File: config.mk
export PLATFORM = sky130hd
export DESIGN_NAME = htwd_out_stage
export DESIGN_NICKNAME = d
export VERILOG_FILES = /design/src/rtl/huffman_tree_walk_decoder_macros.svh /design/src/rtl/htwd_pkg.sv /design/src/rtl/htwd_out_stage.sv
export SDC_FILE = /design/constraint.sdc
export NUM_CORES = 1
export LEC_CHECK = 0
export BUFFER_PORTS_ARGS = -buffer_cell sky130_fd_sc_hd__buf_2
export CAP_MARGIN = 10
export CORE_AREA = 2 2 39 41
export CTS_BUF_LIST = sky130_fd_sc_hd__clkbuf_8
export CTS_CLUSTER_DIAMETER = 80
export CTS_CLUSTER_SIZE = 12
export DETAILED_ROUTE_END_ITERATION = 8
export DIE_AREA = 0 0 41 43
export REMOVE_ABC_BUFFERS = 1
export SETUP_SLACK_MARGIN = 0.02
export SLEW_MARGIN = 20
export SYNTH_ARGS = -nofsm -noshare
export SYNTH_HDL_FRONTEND = slang
export SYNTH_SLANG_ARGS = --single-unit
File: constraint.sdc
create_clock -name clk -period 0.8 [get_ports clk]
set_input_delay 0.16 -clock clk [delete_from_list [all_inputs] [get_ports clk]]
set_output_delay 0.16 -clock clk [all_outputs]
set_load 0.005 [all_outputs]
File: src/rtl/huffman_tree_walk_decoder_macros.svh
// Assertion macros used by the tree-walk decoder walk sequencer.
`ifndef HUFFMAN_TREE_WALK_DECODER_MACROS_SVH
`define HUFFMAN_TREE_WALK_DECODER_MACROS_SVH

// Same-cycle implication, disabled while reset is high.
`define HTWD_ASSERT_IMP(label, clk, rst, ante, cons, msg) \
  label: assert property (@(posedge clk) disable iff (rst) (ante) |-> (cons)) \
    else $error(msg);

// Next-cycle implication, disabled while reset is high.
`define HTWD_ASSERT_NXT(label, clk, rst, ante, cons, msg) \
  label: assert property (@(posedge clk) disable iff (rst) (ante) |=> (cons)) \
    else $error(msg);

`endif

File: src/rtl/htwd_pkg.sv
// Shared types and constants of the tree-walk decoder.
package htwd_pkg;

  localparam int NODE_COUNT_DEF = 512;
  localparam int IDX_W          = 9;
  localparam int SYM_W          = 8;
  localparam int CNT_W          = 32;
  localparam int BYTE_W         = 8;
  localparam int BIT_IDX_W      = $clog2(BYTE_W);

  localparam logic CMD_LOAD = 1'b0;
  localparam logic CMD_DATA = 1'b1;

  typedef struct packed {
    logic [IDX_W-1:0] left;
    logic [IDX_W-1:0] right;
    logic             leaf;
    logic [SYM_W-1:0] sym;
  } node_t;

  typedef struct packed {
    logic             en;
    logic [IDX_W-1:0] addr;
    node_t            node;
  } node_wr_t;

  typedef struct packed {
    logic [SYM_W-1:0] symbol;
    logic             last;
    logic             done;
  } result_t;

  typedef enum logic [1:0] {
    ST_IDLE,
    ST_STEP,
    ST_FLUSH
  } state_t;

  // Where the entry examined in a step comes from and what it is.
  typedef enum logic [1:0] {
    MODE_ROOT,
    MODE_CUR,
    MODE_CHILD
  } mode_t;

endpackage

File: src/rtl/htwd_out_stage.sv
// Output register for decoded symbols.
module htwd_out_stage (
  input  logic                          clk,
  input  logic                          rst,
  input  logic                          push,
  input  htwd_pkg::result_t             res,
  output logic                          room,
  output logic                          out_valid,
  input  logic                          out_ready,
  output logic [htwd_pkg::SYM_W-1:0]    symbol,
  output logic                          last_of_byte,
  output logic                          done_res
);

  htwd_pkg::result_t held;

  assign room         = !out_valid || out_ready;
  assign symbol       = held.symbol;
  assign last_of_byte = held.last;
  assign done_res     = held.done;

  always_ff @(posedge clk) begin
    if (rst) begin
      out_valid <= 1'b0;
    end else if (push) begin
      out_valid <= 1'b1;
    end else if (out_ready) begin
      out_valid <= 1'b0;
    end
  end

  always_ff @(posedge clk) begin
    if (push) begin
      held <= res;
    end
  end

endmodule

==> results of run 1 <==
registers in the layout, indices dropped and copies added (netlist names):
register      flops
last_of_byte      1
out_valid         1
done_res          1
symbol            8
through the flow:
stage	utilization	power (W)	hold slack, ns	TNS [ns]	instance area (sq um)
after global placement	0.3553	0.0007999	0.3222	0	491.7
final	0.3987	0.001308	0.08068	-0.8556	551.8
after global routing	0.3987	0.001392	0.07865	-1.285	551.8
after floorplan	-	0.0007177	0.2224	0	346.6
after CTS	0.3933	0.001327	0.07728	-0.9957	544.3
after detailed placement	0.3553	0.0008024	0.3277	0	491.7
path summary, 6_finish.rpt:
kind / startpoint / endpoint
worst max-delay path: last_of_byte$_DFFE_PP_ / last_of_byte
worst min-delay path: rst / out_valid$_SDFFE_PP0P_
worst max register to register: out_valid$_SDFFE_PP0P_ / out_valid$_SDFFE_PP0P_
worst min register to register: out_valid$_SDFFE_PP0P_ / out_valid$_SDFFE_PP0P_
power by group through the flow:
| stage | logic [W] | clock network, W | registers (W) |
|---|---|---|---|
| floorplan | 0.00000936 | 0 | 0.000708 |
| global placement | 0.0000986 | 0 | 0.000701 |
| detailed placement | 0.000101 | 0 | 0.000701 |
| CTS | 0.000105 | 0.000531 | 0.000692 |
| global route | 0.000118 | 0.000581 | 0.000693 |
| finish | 0.000106 | 0.000511 | 0.000691 |
final cells by class:
| class | count | share of cell area |
|---|---|---|
| Sequential cell | 11 | 0.5828 |
| Inverter | 1 | 0.006803 |
| Clock buffer | 3 | 0.07483 |
| Timing Repair Buffer | 26 | 0.2517 |
| Tap cell | 16 | 0.03628 |
| Multi-Input combinational cell | 2 | 0.04082 |
| Clock inverter | 1 | 0.006803 |
cell families after synthesis:
| logic type | share of synthesized area |
|---|---|
| simple gates | 0.03970 |
| buf+inv | 0.01082 |
| compound gates | 0.02528 |
| flops | 0.9242 |
layout by cell type, fill, tap and decap left out:
master     n
a21oi_2    1
buf_2     24
buf_4      1
buf_6      1
clkbuf_8   3
dfxtp_2    1
edfxtp_1  10
inv_1      2
nand2b_4   1
what timing repair did:
| action | 4_1_cts | 5_1_grt |
|---|---|---|
| buffers inserted | 0 | 1 |
| setup endpoints to repair | 12 | 12 |
| pin swaps | 0 | 0 |
| gates resized for setup | 2 | 0 |
metal layers:
| layer | vias to the layer above | part of all wire | wire (um) | GRT usage |
|---|---|---|---|---|
| met5 | - | 0 | 0 | 0 |
| met4 | 0 | 0 | 0 | 0.08000 |
| met1 | 88 | 0.46 | 299 | 0.1306 |
| met3 | 0 | 0.20 | 132 | 0.04188 |
| met2 | 26 | 0.34 | 220 | 0.08750 |
| li1 | 111 | - | - | - |
==> flow_metrics.env, run 1 <==
export IMPL_drc_errors=0
export IMPL_num_io_pins=26
export IMPL_gp_congestion=0.6224
export IMPL_synth_edf_count=10
export IMPL_synth_top_cell_by_area="edfxtp_1"
export IMPL_ys_warn_count=0
export IMPL_drv_cap=0
export IMPL_cp_required_ns=0.64
export IMPL_core_sq_mm=0.001384
export IMPL_synthesis_instances=14
export IMPL_hold_viol_final=0
export IMPL_netlist_area_sq_um=346.6
export IMPL_path_clk_slew_ns=0.05
export IMPL_grt_pass1_wl_um=931
export IMPL_rsz0062_at_grt="yes"
export IMPL_yosysMostFrequentCell="edfxtp_1"
export IMPL_min_delay_path_depth=2
export IMPL_power_density_mw_per_mm2=2370
export IMPL_combinationalPowerShare=0.081
export IMPL_max_stage_delay_ns=0.38
export IMPL_place_inst=55
export IMPL_cts_made_buffers=3
export IMPL_p_switching_w=0.0002332
export IMPL_fp_dieW_um=41
export IMPL_fin_crit_ns=0.9044
export IMPL_fillers=134
export IMPL_overflow=0
export IMPL_synthArstFlopShare=0
export IMPL_ff2ff_setup_slack_ns=0.09
export IMPL_insertion_delay_ns=0.23
export IMPL_fin_crit_sh=1.131
export IMPL_critical_path_arrival_ns=0.74
export IMPL_path_cells="buf_2"
export IMPL_num_vias=225
export IMPL_die_h_um=43
export IMPL_area_growth_pct=59.21
export IMPL_cts_hold_buffers=0
export IMPL_synth_largest_type_area_fraction=0.8664
export IMPL_cts_root_buf="clkbuf_8"
export IMPL_failed_checks="setup timing"
export IMPL_critPathBufInv=1
export IMPL_antenna_found_initial=0
export IMPL_ctsHtreeMaxLevel=1
export IMPL_cpMaxStageDelayCell="edfxtp_1"
export IMPL_ir_drop_mv=0.8316
export IMPL_clock_path_buffers=2
export IMPL_clkPwrFrac=0.391
export IMPL_seq_power_share=0.528
export IMPL_clock_sinks=11
export IMPL_cp_depth=1
export IMPL_wirelength_um=652
export IMPL_p_int_w=0.001074
export IMPL_p_leak_nw=0.2532
export IMPL_hold_path_class="input port to flop"
export IMPL_fin_worst_skew_ns=0
export IMPL_initial_core_util=0.2505
export IMPL_cp_end_kind="output port"
export IMPL_drive_gt1_frac=0.7273
export IMPL_multi_input_area_sq_um=22.52
export IMPL_n_antenna_cell=0
export IMPL_dieArea_sq_mm=0.001763
export IMPL_crit_type="flop to output port"
export IMPL_crit_fanout=1
export IMPL_crit_family="flip-flops"
export IMPL_grt_util_all_layers=0.08811
export IMPL_reg2regPathDepth=3
export IMPL_synth_cell_types=5
export IMPL_dp_slack_ns=0.08329
export IMPL_fmaxAchievable_ghz=1.106
export IMPL_worst_slack_ns=-0.1044
export IMPL_final_nets=59
export IMPL_tritoncts="done"
export IMPL_worstMarginPinSlew_ns=0.2285
export IMPL_avgSynthCellArea_sq_um=24.76
export IMPL_io_buffers=25
export IMPL_synth_commonest_cells="edfxtp_1 (10), a21oi_2 (1), dfxtp_1 (1), inv_1 (1), nand2b_4 (1)"
export IMPL_first_iter_violations=0
export IMPL_synth_top_cells_by_area="edfxtp_1 (87%), dfxtp_1 (5.8%), nand2b_4 (4.0%)"
export IMPL_detailedRoute_firstPassIterationCount=1
export IMPL_slew_headroom=0.8477
export IMPL_ant_nets=0
export IMPL_yosysSeqAreaShare=0.9242
export IMPL_wl_per_cell_um=10.87
export IMPL_grt_pass1_vias=215
export IMPL_setup_violations=12
export IMPL_fp_row_count=14
export IMPL_ys_ff_latch=11
export IMPL_finalMaxSlewViolations=0
export IMPL_critPathLaunchType="flop"
export IMPL_switching_share=0.1784
export IMPL_fin_cells=60
export IMPL_grt_max_degree=12
export IMPL_status="finished with violations"
export IMPL_ys_flop_type="edfxtp_1"
export IMPL_regArea_sq_um=321.6
export IMPL_viasPerCell=3.750
Note: power is estimated with default switching activity, not from simulation.
==> run 2, diff against run 1 <==
- CORE_AREA: 2 2 39 41 -> unset
- CORE_MARGIN: unset -> 1
- CORE_UTILIZATION: unset -> 25
- DIE_AREA: 0 0 41 43 -> unset
==> run 2 against run 1 <==
The flow still finishes with violations (setup timing). Hold slack worse by 0.0027 ns. Critical path depth is 1 higher. Via count stayed put. Global-route usage is 0.15 points lower. Die area is 13% lower. Total power is 0.39% lower. Routed wire length is 8.4% lower. Sequential share of layout area is 0.94 points higher. Clock skew stayed put. Clock power hardly changed. Non-clock buffer count is 1 lower. Critical path type unchanged.
==> flow_metrics.env, run 2 (synthesis results as in run 1) <==
export IMPL_status="finished with violations"
export IMPL_failed_checks="setup timing"
export IMPL_cts_made_buffers=3
export IMPL_worstMarginPinSlew_ns=0.2340
export IMPL_finalMaxSlewViolations=0
export IMPL_post_cts_buffers=0
export IMPL_fmaxAchievable_ghz=1.105
export IMPL_setup_violations=12
export IMPL_grt_util_all_layers=0.08659
export IMPL_hold_path_class="input port to flop"
export IMPL_ir_drop_mv=1.029
export IMPL_tritoncts="done"
export IMPL_wl_per_cell_um=10.29
export IMPL_hold_viol_final=0
export IMPL_clock_sinks=11
export IMPL_cts_root_buf="clkbuf_8"
export IMPL_power_density_mw_per_mm2=2399
export IMPL_viasPerCell=3.879
export IMPL_layout_common_cells="buf_2 (24), edfxtp_1 (10), clkbuf_8 (3)"
export IMPL_first_iter_violations=3
export IMPL_overflow=0
export IMPL_core_sq_mm=0.001301
export IMPL_wirelength_um=597
export IMPL_clock_path_buffers=2
export IMPL_min_delay_path_depth=2
export IMPL_detailedRoute_firstPassIterationCount=2
export IMPL_worst_slack_ns=-0.1049
export IMPL_p_leak_nw=0.2488
export IMPL_critical_path_arrival_ns=0.74
export IMPL_critPathLaunchType="flop"
export IMPL_area_growth_pct=56.68
export IMPL_final_common_cell="buf_2"
export IMPL_fin_worst_skew_ns=0
export IMPL_drc_errors=0
export IMPL_largest_reg_flops=8
export IMPL_final_nets=58
export IMPL_grt_max_degree=12
export IMPL_cpMaxStageDelayCell="dfxtp_2"
export IMPL_final_util=0.4173
export IMPL_fin_crit_ns=0.9049
export IMPL_io_buffers=25
export IMPL_crit_fanout=2
export IMPL_initial_core_util=0.2663
export IMPL_drive_gt1_frac=0.7209
export IMPL_power_total_w=0.001302
export IMPL_cp_end_kind="output port"
export IMPL_cp_required_ns=0.64
export IMPL_r2r_end="out_valid$_SDFFE_PP0P_"
export IMPL_rsz0062_at_grt="yes"
export IMPL_drv_cap=0
export IMPL_path_clk_slew_ns=0.05
export IMPL_grt_pass1_vias=196
export IMPL_critPathBufInv=1
export IMPL_crit_family="flip-flops"
export IMPL_fin_crit_sh=1.131
export IMPL_gp_congestion=0.5632
export IMPL_fp_dieW_um=39.24
export IMPL_r2r_start="out_valid$_SDFFE_PP0P_"
export IMPL_num_vias=225
export IMPL_n_antenna_cell=0
export IMPL_fillers=143
export IMPL_crit_type="flop to output port"
export IMPL_dieArea_sq_mm=0.001539
export IMPL_ant_nets=0
export IMPL_max_stage_delay_ns=0.34
export IMPL_grt_pass1_wl_um=848
export IMPL_ff2ff_setup_slack_ns=0.21
export IMPL_num_io_pins=26
export IMPL_insertion_delay_ns=0.23
export IMPL_hold_worst_slack_ns=0.07799
export IMPL_die_h_um=39.24
export IMPL_path_cells="nand2b_4 -> buf_6"
export IMPL_slew_headroom=0.8440
export IMPL_dp_slack_ns=0.08576
export IMPL_reg2regPathDepth=2
export IMPL_antenna_found_initial=0
export IMPL_ctsHtreeMaxLevel=1
export IMPL_fp_row_count=13
export IMPL_min_from="rst"
export IMPL_holdPathEnd="out_valid$_SDFFE_PP0P_"
## run 2: what timing repair did
action,in CTS,in global routing
pin swaps,0,0
hold buffers,0,0
cloned,0,0
gates resized for setup,2,0
endpoints found under the setup margin,12,12
## run 2: layout make-up
| class | count | area, sq um | share of cell area |
|---|---|---|---|
| repair buffers | 25 | 131.4 | 0.2419 |
| inverters | 1 | 3.754 | 0.006912 |
| multi-input cells | 2 | 22.52 | 0.04147 |
| clock buffers | 3 | 41.29 | 0.07604 |
| flip-flops and latches | 11 | 321.6 | 0.5922 |
| well taps | 15 | 18.77 | 0.03456 |
| clock inverters | 1 | 3.754 | 0.006912 |
## run 2: per-layer routing
metal / share of wire / track usage / up-vias
met2: 0.50 / 0.1500 / 16
li1: - / - / 111
met3: 0.11 / 0.01734 / 0
met4: 0 / 0.02586 / 0
met5: 0 / 0 / -
met1: 0.39 / 0.1070 / 98
## run 2: worst max path at each step
stage | from | to | slack [ns] | depth (start not counted)
2_1_floorplan | out_valid$_SDFFE_PP0P_ | out_valid$_SDFFE_PP0P_ | 0.19 | 2
3_3_place_gp | push | symbol[3]$_DFFE_PP_ | 0.1 | 1
3_5_place_dp | push | symbol[1]$_DFFE_PP_ | 0.09 | 1
4_1_cts | out_valid$_SDFFE_PP0P_ | room | -0.11 | 2
5_1_grt | out_valid$_SDFFE_PP0P_ | room | -0.13 | 2
6_report | out_valid$_SDFFE_PP0P_ | room | -0.10 | 2
## run 2: where the power goes
part	internal [W]	switching [W]	total [W]
sequential	0.000678	0.0000123	0.000691
combinational	0.0000590	0.0000422	0.000101
clock	0.000334	0.000177	0.000511
total	0.00107	0.000231	0.00130
## run 2: metrics by stage
stage          cell area (sq um)  TNS (ns)  instances
5_1_grt                    543.0    -1.211         58
3_3_place_gp               490.5         0         54
2_1_floorplan              346.6         0         14
6_report                   543.0   -0.8365         58
3_5_place_dp               490.5         0         54
4_1_cts                    543.0   -0.9538         58
==> run 3, diff against run 2 <==
- ABC_AREA: unset -> 1
- RECOVER_POWER: unset -> 25
==> run 3 against run 2 <==
The flow still finishes with violations (setup timing). Sequential power about the same. Critical path depth did not move. Die area is 1.0% lower. Largest cell class unchanged. Largest power group unchanged.
==> flow_metrics.env, run 3 <==
export IMPL_core_sq_mm=0.001186
export IMPL_n_antenna_cell=0
export IMPL_antenna_found_initial=0
export IMPL_synth_compound_area_share=0.02555
export IMPL_crit_fanout=2
export IMPL_area_growth_pct=59.12
export IMPL_clock_sinks=11
export IMPL_synthesis_instances=15
export IMPL_fin_worst_skew_ns=0
export IMPL_worst_slack_ns=-0.1098
export IMPL_place_inst=54
export IMPL_yosys_area_share_simple=0.01825
export IMPL_final_util=0.4599
export IMPL_path_clk_slew_ns=0.05
export IMPL_dp_hpwl_um=467.1
export IMPL_overflow=0
export IMPL_wl_per_cell_um=10.50
export IMPL_cp_required_ns=0.64
export IMPL_status="finished with violations"
export IMPL_ys_warn_count=0
export IMPL_final_nets=59
export IMPL_p_leak_nw=0.2487
export IMPL_combinationalPowerShare=0.076
export IMPL_synth_top_cells_by_area="edfxtp_1 (88%), dfxtp_1 (5.8%), a21oi_2 (2.6%)"
export IMPL_largest_reg_flops=8
export IMPL_fp_dieW_um=39.03
export IMPL_crit_type="flop to output port"
export IMPL_yosysMostFrequentCell="edfxtp_1"
export IMPL_ff2ff_setup_slack_ns=0.23
export IMPL_fp_row_count=12
export IMPL_io_buffers=25
export IMPL_p_int_w=0.001079
export IMPL_avgSynthCellArea_sq_um=22.86
export IMPL_final_common_cell="buf_2"
export IMPL_layout_common_cells="buf_2 (23), edfxtp_1 (10), clkbuf_8 (3)"
export IMPL_drc_errors=0
export IMPL_viasPerCell=4.034
export IMPL_hold_viol_final=0
export IMPL_fmaxAchievable_ghz=1.099
export IMPL_cts_root_buf="clkbuf_8"
export IMPL_ys_ff_latch=11
export IMPL_drv_cap=0
export IMPL_gp_congestion=0.6079
export IMPL_synth_xor_xnor_area_share=0
export IMPL_num_io_pins=26
export IMPL_clkPwrFrac=0.410
export IMPL_ys_flop_type="edfxtp_1"
export IMPL_wirelength_um=609
export IMPL_netlist_area_sq_um=342.8
export IMPL_synth_edf_count=10
export IMPL_first_iter_violations=0
export IMPL_tritoncts="done"
export IMPL_hold_path_class="input port to flop"
export IMPL_setup_violations=12
export IMPL_critPathLaunchType="flop"
export IMPL_critical_path_arrival_ns=0.75
export IMPL_synth_cell_types=5
export IMPL_ant_nets=0
export IMPL_p_switching_w=0.0002629
export IMPL_hold_worst_slack_ns=0.07148
export IMPL_fin_crit_ns=0.9098
export IMPL_cts_made_buffers=3
export IMPL_synth_largest_type_area_fraction=0.8759
export IMPL_grt_util_all_layers=0.09634
export IMPL_finalMaxSlewViolations=0
export IMPL_synth_mux_area_frac=0
export IMPL_ir_drop_mv=1.077
export IMPL_synth_top_cell_by_area="edfxtp_1"
export IMPL_detailedRoute_firstPassIterationCount=1
export IMPL_ctsHtreeMaxLevel=1
export IMPL_grt_max_degree=12
export IMPL_grt_pass1_vias=198
export IMPL_dp_slack_ns=0.08835
export IMPL_grt_pass1_wl_um=869
export IMPL_seq_power_share=0.514
export IMPL_fin_cells=58
export IMPL_post_cts_buffers=0
export IMPL_power_density_mw_per_mm2=2460
export IMPL_initial_core_util=0.2890
export IMPL_worstMarginPinSlew_ns=0.2321
export IMPL_yosysSeqAreaShare=0.9343
export IMPL_yosys_area_share_adder=0
export IMPL_cp_end_kind="output port"
export IMPL_slew_headroom=0.8453
export IMPL_die_h_um=39.03
export IMPL_switching_share=0.1959
export IMPL_synthArstFlopShare=0
export IMPL_fin_crit_sh=1.137
export IMPL_failed_checks="setup timing"
export IMPL_power_total_w=0.001342
export IMPL_rsz0062_at_grt="yes"
export IMPL_num_vias=234
export IMPL_synth_commonest_cells="edfxtp_1 (10), inv_1 (2), a21oi_2 (1), dfxtp_1 (1), nand2_2 (1)"
export IMPL_clock_path_buffers=2
export IMPL_dieArea_sq_mm=0.001523
export IMPL_synth_top_family_by_area="compound AO/OA/AOI/OAI gates"
export IMPL_drive_gt1_frac=0.7273
export IMPL_insertion_delay_ns=0.23
export IMPL_cts_hold_buffers=0
[run 3: changes by cell type in the layout (fill, tap and decap cells not counted)]
cell	previous run	this run
buf_2	24	23
buf_6	1	2
clkinv_2	0	1
nand2_2	0	1
nand2b_4	1	0
[run 3: worst max-delay path: stages, from the launching register on]
cell and delay (ns):
dfxtp_2 0.34, nand2_2 0.06, buf_6 0.11
[run 3: metrics by stage]
step	area, sq um	setup TNS, ns
floorplan	342.8	0
CTS	533.0	-1.059
global placement	485.5	0
detailed placement	485.5	0
global route	545.5	-1.321
finish	545.5	-0.9502
[run 3: power by group through the flow]
stage	registers (W)	logic [W]	clock network [W]
final	0.000689	0.000102	0.000551
after global routing	0.000694	0.000115	0.000599
after CTS	0.000690	0.0000978	0.000563
after detailed placement	0.000700	0.0000977	0
after global placement	0.000699	0.0000970	0
after floorplan	0.000707	0.00000779	0
[run 3: final timing paths]
| path | from | to | depth (start not counted) |
|---|---|---|---|
| max reg2reg | out_valid$_SDFFE_PP0P_ | out_valid$_SDFFE_PP0P_ | 2 |
| min | rst | out_valid$_SDFFE_PP0P_ | 2 |
| max | out_valid$_SDFFE_PP0P_ | room | 2 |
| min reg2reg | out_valid$_SDFFE_PP0P_ | out_valid$_SDFFE_PP0P_ | 2 |
[run 3: kinds of logic after synthesis]
family | Yosys count
buffers and inverters | 2
flip-flops | 11
AO/OA/AOI/OAI | 1
AND/OR/NAND/NOR | 1
[run 3: final cells by class]
type                    instances  area (sq um)
clock buffers                   3         41.29
clock inverters                 1         5.005
well taps                      14         17.52
repair buffers                 25         137.6
inverters                       2         7.507
multi-input cells               2         15.01
flip-flops and latches         11         321.6
fillers                       107         640.6
[run 3: timing repair]
action                                  in CTS  in global routing
pin swaps                                    1                  0
endpoints found under the setup margin      12                 12
gates resized for setup                      1                  2
[run 3: routing by layer]
metal / vias up / global-route usage / routed length [um]
li1: 112 / - / -
met1: 107 / 0.1070 / 232
met2: 13 / 0.1458 / 314
met3: 2 / 0.03468 / 46
met4: 0 / 0.07759 / 16
met5: - / 0 / 0
